### src/rtl/dk3_adpcm_stereo_decoder_unit_defines.svh
// Assertion macros used by the decoder's back end RTL file.
`ifndef DK3_ADPCM_STEREO_DECODER_UNIT_DEFINES_SVH
`define DK3_ADPCM_STEREO_DECODER_UNIT_DEFINES_SVH

// Condition in a cycle implies a property in the same cycle.
`define DK3_ASSERT_IMPL(name, cond, expr, msg) \
   name: assert property (@(posedge clock) disable iff (reset) (cond) |-> (expr)) \
      else $error(msg);

// Condition in a cycle implies a property in the following cycle.
`define DK3_ASSERT_NEXT(name, cond, expr, msg) \
   name: assert property (@(posedge clock) disable iff (reset) (cond) |=> (expr)) \
      else $error(msg);

`endif

### src/rtl/dk3_pkg.sv
// Shared constants, types and arithmetic functions of the stereo ADPCM decoder.
package dk3_pkg;

   localparam int MAX_BLOCK_BYTES_DEF = 4096;
   localparam int PREAMBLE_BYTES      = 16;
   localparam int RESET_BLOCK_SIZE    = 1024;
   localparam int CSR_W               = 13;
   localparam int INDEX_MAX           = 88;
   localparam int CMD_DEPTH           = 2;
   localparam int OUT_DEPTH           = 2;

   // Work to be done for one nibble.
   localparam logic [1:0] NIB_NONE     = 2'd0;
   localparam logic [1:0] NIB_SUM      = 2'd1;
   localparam logic [1:0] NIB_DIFF     = 2'd2;
   localparam logic [1:0] NIB_SUM_EMIT = 2'd3;

   // Work to be done for one preamble byte.
   localparam logic [2:0] PRE_NONE      = 3'd0;
   localparam logic [2:0] PRE_LATCH_LO  = 3'd1;
   localparam logic [2:0] PRE_LOAD_SUM  = 3'd2;
   localparam logic [2:0] PRE_LOAD_DIFF = 3'd3;
   localparam logic [2:0] PRE_LOAD_SIDX = 3'd4;
   localparam logic [2:0] PRE_LOAD_DIDX = 3'd5;

   localparam logic [14:0] STEP_TABLE [0:INDEX_MAX] = '{
      15'd7, 15'd8, 15'd9, 15'd10, 15'd11, 15'd12, 15'd13, 15'd14, 15'd16, 15'd17,
      15'd19, 15'd21, 15'd23, 15'd25, 15'd28, 15'd31, 15'd34, 15'd37, 15'd41, 15'd45,
      15'd50, 15'd55, 15'd60, 15'd66, 15'd73, 15'd80, 15'd88, 15'd97, 15'd107, 15'd118,
      15'd130, 15'd143, 15'd157, 15'd173, 15'd190, 15'd209, 15'd230, 15'd253, 15'd279,
      15'd307, 15'd337, 15'd371, 15'd408, 15'd449, 15'd494, 15'd544, 15'd598, 15'd658,
      15'd724, 15'd796, 15'd876, 15'd963, 15'd1060, 15'd1166, 15'd1282, 15'd1411,
      15'd1552, 15'd1707, 15'd1878, 15'd2066, 15'd2272, 15'd2499, 15'd2749, 15'd3024,
      15'd3327, 15'd3660, 15'd4026, 15'd4428, 15'd4871, 15'd5358, 15'd5894, 15'd6484,
      15'd7132, 15'd7845, 15'd8630, 15'd9493, 15'd10442, 15'd11487, 15'd12635, 15'd13899,
      15'd15289, 15'd16818, 15'd18500, 15'd20350, 15'd22385, 15'd24623, 15'd27086,
      15'd29794, 15'd32767
   };

   typedef struct packed {
      logic       is_payload;
      logic [2:0] pre_op;
      logic [7:0] data;
      logic [1:0] op0;
      logic       end0;
      logic [1:0] op1;
      logic       end1;
   } cmd_type;

   typedef struct packed {
      logic signed [15:0] sum;
      logic signed [15:0] chan;
      logic               last;
   } pair_type;

   typedef struct packed {
      logic signed [15:0] pred;
      logic [6:0]         idx;
   } adapt_type;

   function automatic logic [6:0] clamp_index(input logic [7:0] b);
      clamp_index = (b > 8'(INDEX_MAX)) ? 7'(INDEX_MAX) : b[6:0];
   endfunction

   // One step update of a predictor and its step index by a nibble.
   function automatic adapt_type adapt(input logic signed [15:0] pred,
                                       input logic [6:0] idx,
                                       input logic [3:0] nib);
      logic [14:0]        step;
      logic [16:0]        delta;
      logic signed [17:0] ext_pred;
      logic signed [17:0] delta_s;
      logic signed [17:0] total;
      logic [7:0]         up;
      adapt_type          r;
      step = (idx > 7'(INDEX_MAX)) ? STEP_TABLE[INDEX_MAX] : STEP_TABLE[idx];
      delta = 17'(step[14:3]);
      if (nib[2]) delta = delta + 17'(step);
      if (nib[1]) delta = delta + 17'(step[14:1]);
      if (nib[0]) delta = delta + 17'(step[14:2]);
      ext_pred = 18'(pred);
      delta_s  = signed'({1'b0, delta});
      total    = nib[3] ? ext_pred - delta_s : ext_pred + delta_s;
      if (total > 18'sd32767) begin
         r.pred = 16'sh7FFF;
      end else if (total < -18'sd32768) begin
         r.pred = 16'sh8000;
      end else begin
         r.pred = total[15:0];
      end
      // Larger nibble magnitudes raise the index by 2, 4, 6 or 8; small ones lower it.
      up = {1'b0, idx} + {5'd0, nib[1:0], 1'b0} + 8'd2;
      if (nib[2]) begin
         r.idx = (up > 8'(INDEX_MAX)) ? 7'(INDEX_MAX) : up[6:0];
      end else begin
         r.idx = (idx == 7'd0) ? 7'd0 : idx - 7'd1;
      end
      adapt = r;
   endfunction

endpackage

### src/rtl/dk3_fifo.sv
// Small register queue used between the front, the back and the result port.
module dk3_fifo #(
   parameter int WIDTH = 8,
   parameter int DEPTH = 2
) (
   input  logic             clock,
   input  logic             reset,
   input  logic             push,
   input  logic [WIDTH-1:0] wr_data,
   output logic             full,
   input  logic             pop,
   output logic [WIDTH-1:0] rd_data,
   output logic             empty
);
   localparam int AW = (DEPTH > 1) ? $clog2(DEPTH) : 1;
   localparam int CW = $clog2(DEPTH + 1);

   logic [WIDTH-1:0] mem_ff [DEPTH];
   logic [AW-1:0]    rd_ptr_ff, rd_ptr_in;
   logic [AW-1:0]    wr_ptr_ff, wr_ptr_in;
   logic [CW-1:0]    count_ff, count_in;
   logic             do_push, do_pop;

   assign full    = (count_ff == CW'(DEPTH));
   assign empty   = (count_ff == '0);
   assign do_push = push && !full;
   assign do_pop  = pop && !empty;
   assign rd_data = mem_ff[rd_ptr_ff];

   always_comb begin
      wr_ptr_in = wr_ptr_ff;
      rd_ptr_in = rd_ptr_ff;
      count_in  = count_ff;
      if (do_push) begin
         wr_ptr_in = (wr_ptr_ff == AW'(DEPTH - 1)) ? '0 : wr_ptr_ff + AW'(1);
      end
      if (do_pop) begin
         rd_ptr_in = (rd_ptr_ff == AW'(DEPTH - 1)) ? '0 : rd_ptr_ff + AW'(1);
      end
      if (do_push && !do_pop) begin
         count_in = count_ff + CW'(1);
      end else if (do_pop && !do_push) begin
         count_in = count_ff - CW'(1);
      end
   end

   always_ff @(posedge clock) begin
      if (reset) begin
         rd_ptr_ff <= '0;
         wr_ptr_ff <= '0;
         count_ff  <= '0;
      end else begin
         rd_ptr_ff <= rd_ptr_in;
         wr_ptr_ff <= wr_ptr_in;
         count_ff  <= count_in;
      end
   end

   always_ff @(posedge clock) begin
      if (do_push) begin
         mem_ff[wr_ptr_ff] <= wr_data;
      end
   end

endmodule

### src/rtl/dk3_front.sv
// Front end: tracks the byte position in the block and classifies each byte.
module dk3_front #(
   parameter int MAX_BLOCK_BYTES = dk3_pkg::MAX_BLOCK_BYTES_DEF
) (
   input  logic                       clock,
   input  logic                       reset,
   input  logic                       csr_wr_en,
   input  logic [dk3_pkg::CSR_W-1:0]  csr_wr_data,
   input  logic                       byte_valid,
   input  logic [7:0]                 byte_data,
   output logic                       cmd_push,
   output dk3_pkg::cmd_type           cmd_data
);
   import dk3_pkg::*;

   localparam int POS_W      = $clog2(MAX_BLOCK_BYTES);
   localparam int SIZE_W     = $clog2(MAX_BLOCK_BYTES + 1);
   localparam int CMP_W      = (SIZE_W > CSR_W) ? SIZE_W : CSR_W;
   localparam int MIN_SIZE   = PREAMBLE_BYTES + 1;
   localparam int RESET_SIZE = (RESET_BLOCK_SIZE > MAX_BLOCK_BYTES) ?
                               MAX_BLOCK_BYTES : RESET_BLOCK_SIZE;

   localparam logic [1:0] PH_SUM_A = 2'd0;
   localparam logic [1:0] PH_DIFF  = 2'd1;
   localparam logic [1:0] PH_SUM_B = 2'd2;

   typedef struct packed {
      logic [1:0] op;
      logic       last;
      logic [1:0] phase;
   } nib_type;

   logic [SIZE_W-1:0] size_ff, size_in;
   logic [POS_W-1:0]  pos_ff, pos_in;
   logic [1:0]        phase_ff, phase_in;
   logic [SIZE_W:0]   pos_x;
   logic [CMP_W-1:0]  wide;
   logic              is_pre, last, last2;
   nib_type           n0, n1;
   logic [2:0]        pre_op;

   // Walks the sum, difference, sum pattern; a triplet needs three nibbles left.
   function automatic nib_type next_nib(input logic [1:0] ph, input logic skip,
                                        input logic endf);
      nib_type r;
      r.op    = NIB_NONE;
      r.last  = 1'b0;
      r.phase = ph;
      unique case (ph)
         PH_SUM_A: begin
            if (!skip) begin
               r.op    = NIB_SUM;
               r.phase = PH_DIFF;
            end
         end
         PH_DIFF: begin
            r.op    = NIB_DIFF;
            r.phase = PH_SUM_B;
         end
         PH_SUM_B: begin
            r.op    = NIB_SUM_EMIT;
            r.last  = endf;
            r.phase = PH_SUM_A;
         end
         default: begin
            r.phase = PH_SUM_A;
         end
      endcase
      next_nib = r;
   endfunction

   assign pos_x  = (SIZE_W + 1)'(pos_ff);
   assign last   = (pos_x + (SIZE_W + 1)'(1)) == (SIZE_W + 1)'(size_ff);
   assign last2  = (pos_x + (SIZE_W + 1)'(2)) == (SIZE_W + 1)'(size_ff);
   assign is_pre = pos_ff < POS_W'(PREAMBLE_BYTES);
   assign wide   = CMP_W'(csr_wr_data);

   assign n0 = next_nib(phase_ff, last, last);
   assign n1 = next_nib(n0.phase, last, last || last2);

   always_comb begin
      if (wide < CMP_W'(MIN_SIZE)) begin
         size_in = SIZE_W'(MIN_SIZE);
      end else if (wide > CMP_W'(MAX_BLOCK_BYTES)) begin
         size_in = SIZE_W'(MAX_BLOCK_BYTES);
      end else begin
         size_in = wide[SIZE_W-1:0];
      end
   end

   always_comb begin
      unique case (pos_ff[3:0]) inside
         4'd10, 4'd12: pre_op = PRE_LATCH_LO;
         4'd11:        pre_op = PRE_LOAD_SUM;
         4'd13:        pre_op = PRE_LOAD_DIFF;
         4'd14:        pre_op = PRE_LOAD_SIDX;
         4'd15:        pre_op = PRE_LOAD_DIDX;
         default:      pre_op = PRE_NONE;
      endcase
   end

   always_comb begin
      cmd_data.is_payload = !is_pre;
      cmd_data.pre_op     = is_pre ? pre_op : PRE_NONE;
      cmd_data.data       = byte_data;
      cmd_data.op0        = is_pre ? NIB_NONE : n0.op;
      cmd_data.end0       = n0.last;
      cmd_data.op1        = is_pre ? NIB_NONE : n1.op;
      cmd_data.end1       = n1.last;
   end

   assign cmd_push = byte_valid;

   always_comb begin
      pos_in   = pos_ff;
      phase_in = phase_ff;
      if (csr_wr_en) begin
         pos_in   = '0;
         phase_in = PH_SUM_A;
      end else if (byte_valid) begin
         if (last) begin
            pos_in   = '0;
            phase_in = PH_SUM_A;
         end else begin
            pos_in   = pos_ff + POS_W'(1);
            phase_in = is_pre ? phase_ff : n1.phase;
         end
      end
   end

   always_ff @(posedge clock) begin
      if (reset) begin
         size_ff  <= SIZE_W'(RESET_SIZE);
         pos_ff   <= '0;
         phase_ff <= PH_SUM_A;
      end else begin
         if (csr_wr_en) begin
            size_ff <= size_in;
         end
         pos_ff   <= pos_in;
         phase_ff <= phase_in;
      end
   end

endmodule

### src/rtl/dk3_back.sv
// Back end: runs the predictor updates one nibble per cycle when not stalled and forms stereo pairs.
`include "dk3_adpcm_stereo_decoder_unit_defines.svh"

module dk3_back (
   input  logic              clock,
   input  logic              reset,
   input  logic              cmd_empty,
   input  dk3_pkg::cmd_type  cmd_data,
   output logic              cmd_pop,
   input  logic              out_full,
   output logic              out_push,
   output dk3_pkg::pair_type out_data
);
   import dk3_pkg::*;

   localparam logic [1:0] S2_LOAD_CHAN = 2'd0;
   localparam logic [1:0] S2_EMIT_DIFF = 2'd1;
   localparam logic [1:0] S2_EMIT_SUM  = 2'd2;

   logic signed [15:0] sum_ff, sum_in;
   logic signed [15:0] diff_ff, diff_in;
   logic [6:0]         sum_idx_ff, sum_idx_in;
   logic [6:0]         diff_idx_ff, diff_idx_in;
   logic [7:0]         lo_ff, lo_in;
   logic               nib_sel_ff, nib_sel_in;
   logic signed [15:0] chan_ff, chan_in;

   logic               s2_valid_ff, s2_valid_in;
   logic [1:0]         s2_op_ff, s2_op_in;
   logic signed [15:0] s2_sum_ff, s2_sum_in;
   logic signed [15:0] s2_val_ff, s2_val_in;
   logic               s2_last_ff, s2_last_in;

   logic               step, s2_emit, s2_go;
   logic [1:0]         cur_op;
   logic               cur_end;
   logic [3:0]         nib;
   adapt_type          res;
   logic signed [16:0] avg_sum, avg_adj;
   logic signed [15:0] avg;

   assign s2_emit = (s2_op_ff != S2_LOAD_CHAN);
   assign s2_go   = s2_valid_ff && (!s2_emit || !out_full);
   assign step    = !cmd_empty && (!s2_valid_ff || s2_go);
   assign cmd_pop = step && (!cmd_data.is_payload || nib_sel_ff);

   assign cur_op  = nib_sel_ff ? cmd_data.op1 : cmd_data.op0;
   assign cur_end = nib_sel_ff ? cmd_data.end1 : cmd_data.end0;
   assign nib     = nib_sel_ff ? cmd_data.data[7:4] : cmd_data.data[3:0];
   assign res     = (cur_op == NIB_DIFF) ? adapt(diff_ff, diff_idx_ff, nib)
                                         : adapt(sum_ff, sum_idx_ff, nib);

   // Halving by a shift rounds down, so a negative sum is nudged up by one first to round toward zero.
   assign avg_sum = 17'(chan_ff) + 17'(s2_val_ff);
   assign avg_adj = avg_sum + (avg_sum[16] ? 17'sd1 : 17'sd0);
   assign avg     = avg_adj[16:1];

   always_comb begin
      sum_in      = sum_ff;
      diff_in     = diff_ff;
      sum_idx_in  = sum_idx_ff;
      diff_idx_in = diff_idx_ff;
      lo_in       = lo_ff;
      nib_sel_in  = nib_sel_ff;
      s2_valid_in = s2_valid_ff && !s2_go;
      s2_op_in    = s2_op_ff;
      s2_sum_in   = s2_sum_ff;
      s2_val_in   = s2_val_ff;
      s2_last_in  = s2_last_ff;
      if (step) begin
         if (!cmd_data.is_payload) begin
            unique case (cmd_data.pre_op)
               PRE_NONE: begin
               end
               PRE_LATCH_LO: lo_in = cmd_data.data;
               PRE_LOAD_SUM: sum_in = {cmd_data.data, lo_ff};
               PRE_LOAD_DIFF: begin
                  diff_in     = {cmd_data.data, lo_ff};
                  s2_valid_in = 1'b1;
                  s2_op_in    = S2_LOAD_CHAN;
                  s2_val_in   = {cmd_data.data, lo_ff};
               end
               PRE_LOAD_SIDX: sum_idx_in = clamp_index(cmd_data.data);
               PRE_LOAD_DIDX: diff_idx_in = clamp_index(cmd_data.data);
               default: begin
               end
            endcase
         end else begin
            nib_sel_in = !nib_sel_ff;
            unique case (cur_op)
               NIB_NONE: begin
               end
               NIB_SUM: begin
                  sum_in     = res.pred;
                  sum_idx_in = res.idx;
               end
               NIB_DIFF: begin
                  diff_in     = res.pred;
                  diff_idx_in = res.idx;
                  s2_valid_in = 1'b1;
                  s2_op_in    = S2_EMIT_DIFF;
                  s2_sum_in   = sum_ff;
                  s2_val_in   = res.pred;
                  s2_last_in  = 1'b0;
               end
               NIB_SUM_EMIT: begin
                  sum_in      = res.pred;
                  sum_idx_in  = res.idx;
                  s2_valid_in = 1'b1;
                  s2_op_in    = S2_EMIT_SUM;
                  s2_sum_in   = res.pred;
                  s2_last_in  = cur_end;
               end
               default: begin
               end
            endcase
         end
      end
   end

   always_comb begin
      chan_in       = chan_ff;
      out_push      = 1'b0;
      out_data.sum  = s2_sum_ff;
      out_data.chan = chan_ff;
      out_data.last = s2_last_ff;
      if (s2_go) begin
         unique case (s2_op_ff)
            S2_LOAD_CHAN: chan_in = s2_val_ff;
            S2_EMIT_DIFF: begin
               chan_in       = avg;
               out_push      = 1'b1;
               out_data.chan = avg;
            end
            S2_EMIT_SUM: out_push = 1'b1;
            default: begin
            end
         endcase
      end
   end

   always_ff @(posedge clock) begin
      if (reset) begin
         sum_ff      <= '0;
         diff_ff     <= '0;
         sum_idx_ff  <= '0;
         diff_idx_ff <= '0;
         lo_ff       <= '0;
         nib_sel_ff  <= 1'b0;
         chan_ff     <= '0;
         s2_valid_ff <= 1'b0;
      end else begin
         sum_ff      <= sum_in;
         diff_ff     <= diff_in;
         sum_idx_ff  <= sum_idx_in;
         diff_idx_ff <= diff_idx_in;
         lo_ff       <= lo_in;
         nib_sel_ff  <= nib_sel_in;
         chan_ff     <= chan_in;
         s2_valid_ff <= s2_valid_in;
      end
   end

   always_ff @(posedge clock) begin
      s2_op_ff   <= s2_op_in;
      s2_sum_ff  <= s2_sum_in;
      s2_val_ff  <= s2_val_in;
      s2_last_ff <= s2_last_in;
   end

   `DK3_ASSERT_IMPL(idx_range_a, 1'b1, sum_idx_ff <= 7'(INDEX_MAX) && diff_idx_ff <= 7'(INDEX_MAX), "step index out of range")
   `DK3_ASSERT_NEXT(s2_hold_a, s2_valid_ff && !s2_go, s2_valid_ff && $stable(s2_op_ff), "stalled pair stage lost its item")
   `DK3_ASSERT_NEXT(nib_seq_a, step && cmd_data.is_payload && !nib_sel_ff, nib_sel_ff, "second nibble of a byte skipped")

endmodule

### src/rtl/dk3_adpcm_stereo_decoder_unit.sv
// Path of a byte, back end idle: command queue, predictor update per nibble (low nibble first),
// pair stage, result queue. Throughput: one nibble update and one preamble byte per cycle while
// the result queue has room; a payload byte needs two nibble updates, which limits payload input.
// Reset is synchronous and active high: block size returns to 1024, or to MAX_BLOCK_BYTES if
// that is smaller; predictors, indices and position clear to zero and both queues empty.
// No clearing pass is needed.
module dk3_adpcm_stereo_decoder_unit #(
   parameter int MAX_BLOCK_BYTES = dk3_pkg::MAX_BLOCK_BYTES_DEF
) (
   input  logic                       clock,
   input  logic                       reset,
   input  logic                       csr_wr_en,
   input  logic [dk3_pkg::CSR_W-1:0]  csr_wr_data,
   input  logic                       push,
   output logic                       full,
   input  logic [7:0]                 req_data_byte,
   output logic                       empty,
   input  logic                       pop,
   output logic signed [15:0]         rsp_left_sample,
   output logic signed [15:0]         rsp_right_sample,
   output logic                       rsp_block_end
);
   import dk3_pkg::*;

   localparam int CMD_W = $bits(cmd_type);
   localparam int OUT_W = $bits(pair_type);

   logic             accept;
   logic             cmd_push, cmd_pop, cmd_empty;
   cmd_type          cmd_wr, cmd_rd;
   logic [CMD_W-1:0] cmd_rd_bits;
   logic             out_push, out_full;
   pair_type         out_wr, out_rd;
   logic [OUT_W-1:0] out_rd_bits;

   assign accept = push && !full;
   assign cmd_rd = cmd_type'(cmd_rd_bits);
   assign out_rd = pair_type'(out_rd_bits);

   dk3_front #(.MAX_BLOCK_BYTES(MAX_BLOCK_BYTES)) u_front (
      .clock       (clock),
      .reset       (reset),
      .csr_wr_en   (csr_wr_en),
      .csr_wr_data (csr_wr_data),
      .byte_valid  (accept),
      .byte_data   (req_data_byte),
      .cmd_push    (cmd_push),
      .cmd_data    (cmd_wr)
   );

   dk3_fifo #(.WIDTH(CMD_W), .DEPTH(CMD_DEPTH)) u_cmd_q (
      .clock   (clock),
      .reset   (reset),
      .push    (cmd_push),
      .wr_data (cmd_wr),
      .full    (full),
      .pop     (cmd_pop),
      .rd_data (cmd_rd_bits),
      .empty   (cmd_empty)
   );

   dk3_back u_back (
      .clock     (clock),
      .reset     (reset),
      .cmd_empty (cmd_empty),
      .cmd_data  (cmd_rd),
      .cmd_pop   (cmd_pop),
      .out_full  (out_full),
      .out_push  (out_push),
      .out_data  (out_wr)
   );

   dk3_fifo #(.WIDTH(OUT_W), .DEPTH(OUT_DEPTH)) u_out_q (
      .clock   (clock),
      .reset   (reset),
      .push    (out_push),
      .wr_data (out_wr),
      .full    (out_full),
      .pop     (pop),
      .rd_data (out_rd_bits),
      .empty   (empty)
   );

   // Left and right are formed at the queue head; the sums wrap to 16 bits.
   assign rsp_left_sample  = out_rd.sum + out_rd.chan;
   assign rsp_right_sample = out_rd.sum - out_rd.chan;
   assign rsp_block_end    = out_rd.last;

endmodule
### config.mk
export PLATFORM = sky130hd
export DESIGN_NAME = dk3_adpcm_stereo_decoder_unit
export DESIGN_NICKNAME = d
export VERILOG_FILES = /design/src/rtl/dk3_pkg.sv /design/src/rtl/dk3_fifo.sv /design/src/rtl/dk3_front.sv /design/src/rtl/dk3_back.sv /design/src/rtl/dk3_adpcm_stereo_decoder_unit.sv
export VERILOG_INCLUDE_DIRS = /design/src /design/src/rtl
export SDC_FILE = /design/constraint.sdc
export NUM_CORES = 1
export LEC_CHECK = 0
export BUFFER_PORTS_ARGS = -buffer_cell sky130_fd_sc_hd__buf_2
export CAP_MARGIN = 10
export CORE_ASPECT_RATIO = 0.6
export CORE_MARGIN = 2
export CORE_UTILIZATION = 35
export DETAILED_ROUTE_END_ITERATION = 12
export GPL_TIMING_DRIVEN = 0
export PLACE_DENSITY = 0.61
export SLEW_MARGIN = 25
export SYNTH_ARGS = -nofsm -noshare
export SYNTH_HDL_FRONTEND = slang
export SYNTH_SLANG_ARGS = --single-unit
### constraint.sdc
create_clock -name clock -period 16.9 [get_ports clock]
set_input_delay 0.845 -clock clock [delete_from_list [all_inputs] [get_ports clock]]
set_output_delay 0.845 -clock clock [all_outputs]
set_load 0.05 [all_outputs]
==> flow_summary.ini <==
[status]
status = finished clean

[yosys]
synth_edf_count = 137
synth_mux_area_share_pct = 5.15
synth_fa_ha_area_share_pct = 11.1
ys_seq_area_share_pct = 24.5
netlist_area_um2 = 25700
synth_seq_cells = 246
synth.distinct_cells = 114
synth_top_family_by_area = compound AO/OA/AOI/OAI gates
async_flop_share_pct = 0
yosys_warnings = 0
synth_compound_area_share_pct = 26.5
synth-xor-area-share_pct = 7.26
syn-num-nets = 3463
syn_inst = 3220
synth_area_per_cell_um2 = 7.98
synth_ff_type = edfxtp_1
synth-simple-area-share_pct = 20.2

[clocking]
clk_pin_slew_ps = 70
cts_buffers = 25
cts_resized = 0
cts_tree = yes
cts_root_buffer = clkbuf_16
numClockSinks = 246
hold_buffers = 0
insertion_delay_ps = 560
clockBufferDepth = 3
htreeDepth = 1
postCtsSetupBuffers = 0

[critical_path]
crit_required_ps = 17320
crit_path_end_kind = flip-flop
startpoint_type = flip-flop
startpoint = u_back.sum_idx_ff[1]
crit_buf_inv = 6
path_class = flip-flop to flip-flop
worstPathArrival_ps = 15450
critPathMaxFanout = 14
r2r_start = u_back.sum_idx_ff[1]
cp_top_family = compound AO/OA/AOI/OAI gates
slowest_stage = dfxtp_1
max_stage_delay_ps = 720
crit_top_cell = ha_1

[sta]
period_share_pct = 88.9
max-slew-margin-rel_pct = 27.7
hold_viol = 0
fin_tns_setup_ps = 0
fin_skew_ps = 11.9
timing.fmax_ghz = 0.0666
slew_viol_final = 0
tightest_slew_ps = 1060
period_needed_ps = 15030
rsz0062_at_grt = no
setup_viol = 0

[layout]
synthToLayoutAreaGrowth_pct = 9.39
nets = 3554
drive_gt1_share_pct = 7.93

[global_route]
grt.total_usage_pct = 24.1
grt_pass1_vias = 22600
grt.overflow.total = 0
grt_pass1_wl_um = 142000
antenna_found_initial = 4
grt_max_degree = 29

[job]
cap_viol_max_count = 0

[place]
dp_hpwl_um = 75200
place.gp.congestion = 1.06
io_buffer_count = 60

[routing]
ant_nets = 0
num_vias = 26100
drtIter0Drc = 4141
first_pass_iters = 6
avgViaCountPerCell = 6.06
wl_per_cell_um = 21.8
wirelength_um = 94000
drc_errors = 0

[floorplan]
start_util_pct = 35.6
die_h_um = 214
design.die.area_um2 = 75600
core-area_um2 = 72200
pin_count = 61
die_x_um = 354
rows = 76

[min_path]
min-delay-start = u_back.s2_sum_ff[9]
worst_hold_path_type = flip-flop to flip-flop
[cell usage after synthesis (all sizes together) (14+ instances only)]
| library cell | n | area (um2) |
|---|---|---|
| nor2 | 326 | 1230 |
| nand2 | 294 | 1100 |
| a21oi | 246 | 1240 |
| o21ai | 237 | 1210 |
| ha | 206 | 2580 |
| inv | 147 | 552 |
| xnor2 | 143 | 1250 |
| edfxtp | 137 | 4110 |
| clkbuf | 111 | 418 |
| dfxtp | 109 | 2180 |
| nand3 | 84 | 420 |
| xor2 | 70 | 613 |
| mux2i | 69 | 703 |
| nor3 | 67 | 335 |
| buf | 66 | 379 |
| a21o | 58 | 443 |
| a31oi | 58 | 375 |
| nand2b | 57 | 357 |
| a211oi | 55 | 428 |
| mux2 | 40 | 462 |
| nor2b | 39 | 244 |
| and3 | 35 | 219 |
| and2 | 32 | 200 |
| or3 | 31 | 194 |
| o21bai | 28 | 214 |
| a311oi | 27 | 243 |
| o211ai | 26 | 195 |
| o31ai | 25 | 188 |
| nand4 | 24 | 150 |
| o21a | 24 | 180 |
| o22ai | 22 | 138 |
| a22oi | 18 | 165 |
| a32oi | 18 | 158 |
| a221oi | 17 | 198 |
| nor4 | 16 | 119 |
| a21boi | 14 | 105 |
| a22o | 14 | 123 |
| a41oi | 14 | 138 |
| or2 | 14 | 87.6 |
[per-stage QoR]
stage | utilization, % | setup slack (ps) | area, um2 | std cells | hold WS, ps
after floorplan | - | 6110 | 25700 | 3220 | 421
after global placement | 37.7 | 2670 | 27200 | 4255 | 429
after detailed placement | 37.8 | 2710 | 27300 | 4259 | 435
after CTS | 38.9 | 2640 | 28100 | 4304 | 448
after global routing | 38.9 | 1290 | 28100 | 4304 | 457
final | 38.9 | 1870 | 28100 | 4306 | 449
[state kept, by name, indices dropped and copies added, names as in the netlist, 8 cells and up, named ones only]
name / cells
u_front.size_ff: 13
u_back.diff_ff: 16
u_front.pos_ff: 12
u_back.sum_ff: 16
u_back.chan_ff: 16
u_back.s2_sum_ff: 16
u_back.lo_ff: 8
u_out_q.mem_ff: 66
u_cmd_q.mem_ff: 36
u_back.s2_val_ff: 16
[cells in the final DEF, fill, tap and decap left out, types with 24 or more instances in the layout]
cell type	synthesis	layout
nor2_1	325	323
nand2_1	294	294
a21oi_1	243	242
o21ai_0	219	219
ha_1	206	206
inv_1	144	144
xnor2_1	143	143
edfxtp_1	137	137
clkbuf_1	110	115
dfxtp_1	109	109
nand3_1	84	84
buf_2	21	83
xor2_1	70	70
mux2i_1	68	68
nor3_1	67	67
nand2b_1	57	57
a21o_1	57	57
a31oi_1	56	56
a211oi_1	52	52
nor2b_1	39	38
mux2_2	36	36
and3_1	35	35
and2_1	32	31
or3_1	31	31
o21bai_1	27	27
a311oi_1	26	26
o211ai_1	26	26
clkbuf_16	0	26
o31ai_1	25	25
buf_1	26	25
o21a_1	24	24
nand4_1	24	24
[path summary, 6_finish.rpt]
| kind | endpoint | slack (ps) | depth (start not counted) |
|---|---|---|---|
| setup / recovery | u_back.diff_ff[13] | 1870 | 50 |
| hold / removal | u_out_q.mem_ff[1][26] | 450 | 0 |
| setup reg to reg | u_back.diff_ff[13] | 1870 | 50 |
| hold reg to reg | u_out_q.mem_ff[1][26] | 450 | 0 |
[kinds of logic (layout without fill, tap and decap cells)]
logic type      after synthesis  after routing
xor+xnor                    213            213
mux                         116            116
flops                       246            246
buf+inv                     329            438
other cells                   0              2
fa+ha+maj                   221            221
simple gates               1080           1080
compound gates             1015           1015
[layer usage]
metal	track usage [%]	vias to the layer above	part of all wire, %
met5	0	-	0.043
met4	3.20	6	1.4
met3	8.23	115	16
met2	27.9	1624	33
met1	40.4	12300	50
li1	-	12100	-
[layout make-up]
type                    instances  area, um2
flip-flops and latches        246       6300
diodes                          2       5.00
plain buffers                 177        800
multi-input cells            2645      18000
repair buffers                 64        364
well taps                     975       1220
inverters                     152        571
clock inverters                11       93.8
clock buffers                  34        701
fillers                      7385      44100
Power is left out: the tool's default activity adds up to more than one toggle a clock period on the data nets, which glitch-free logic cannot reach.
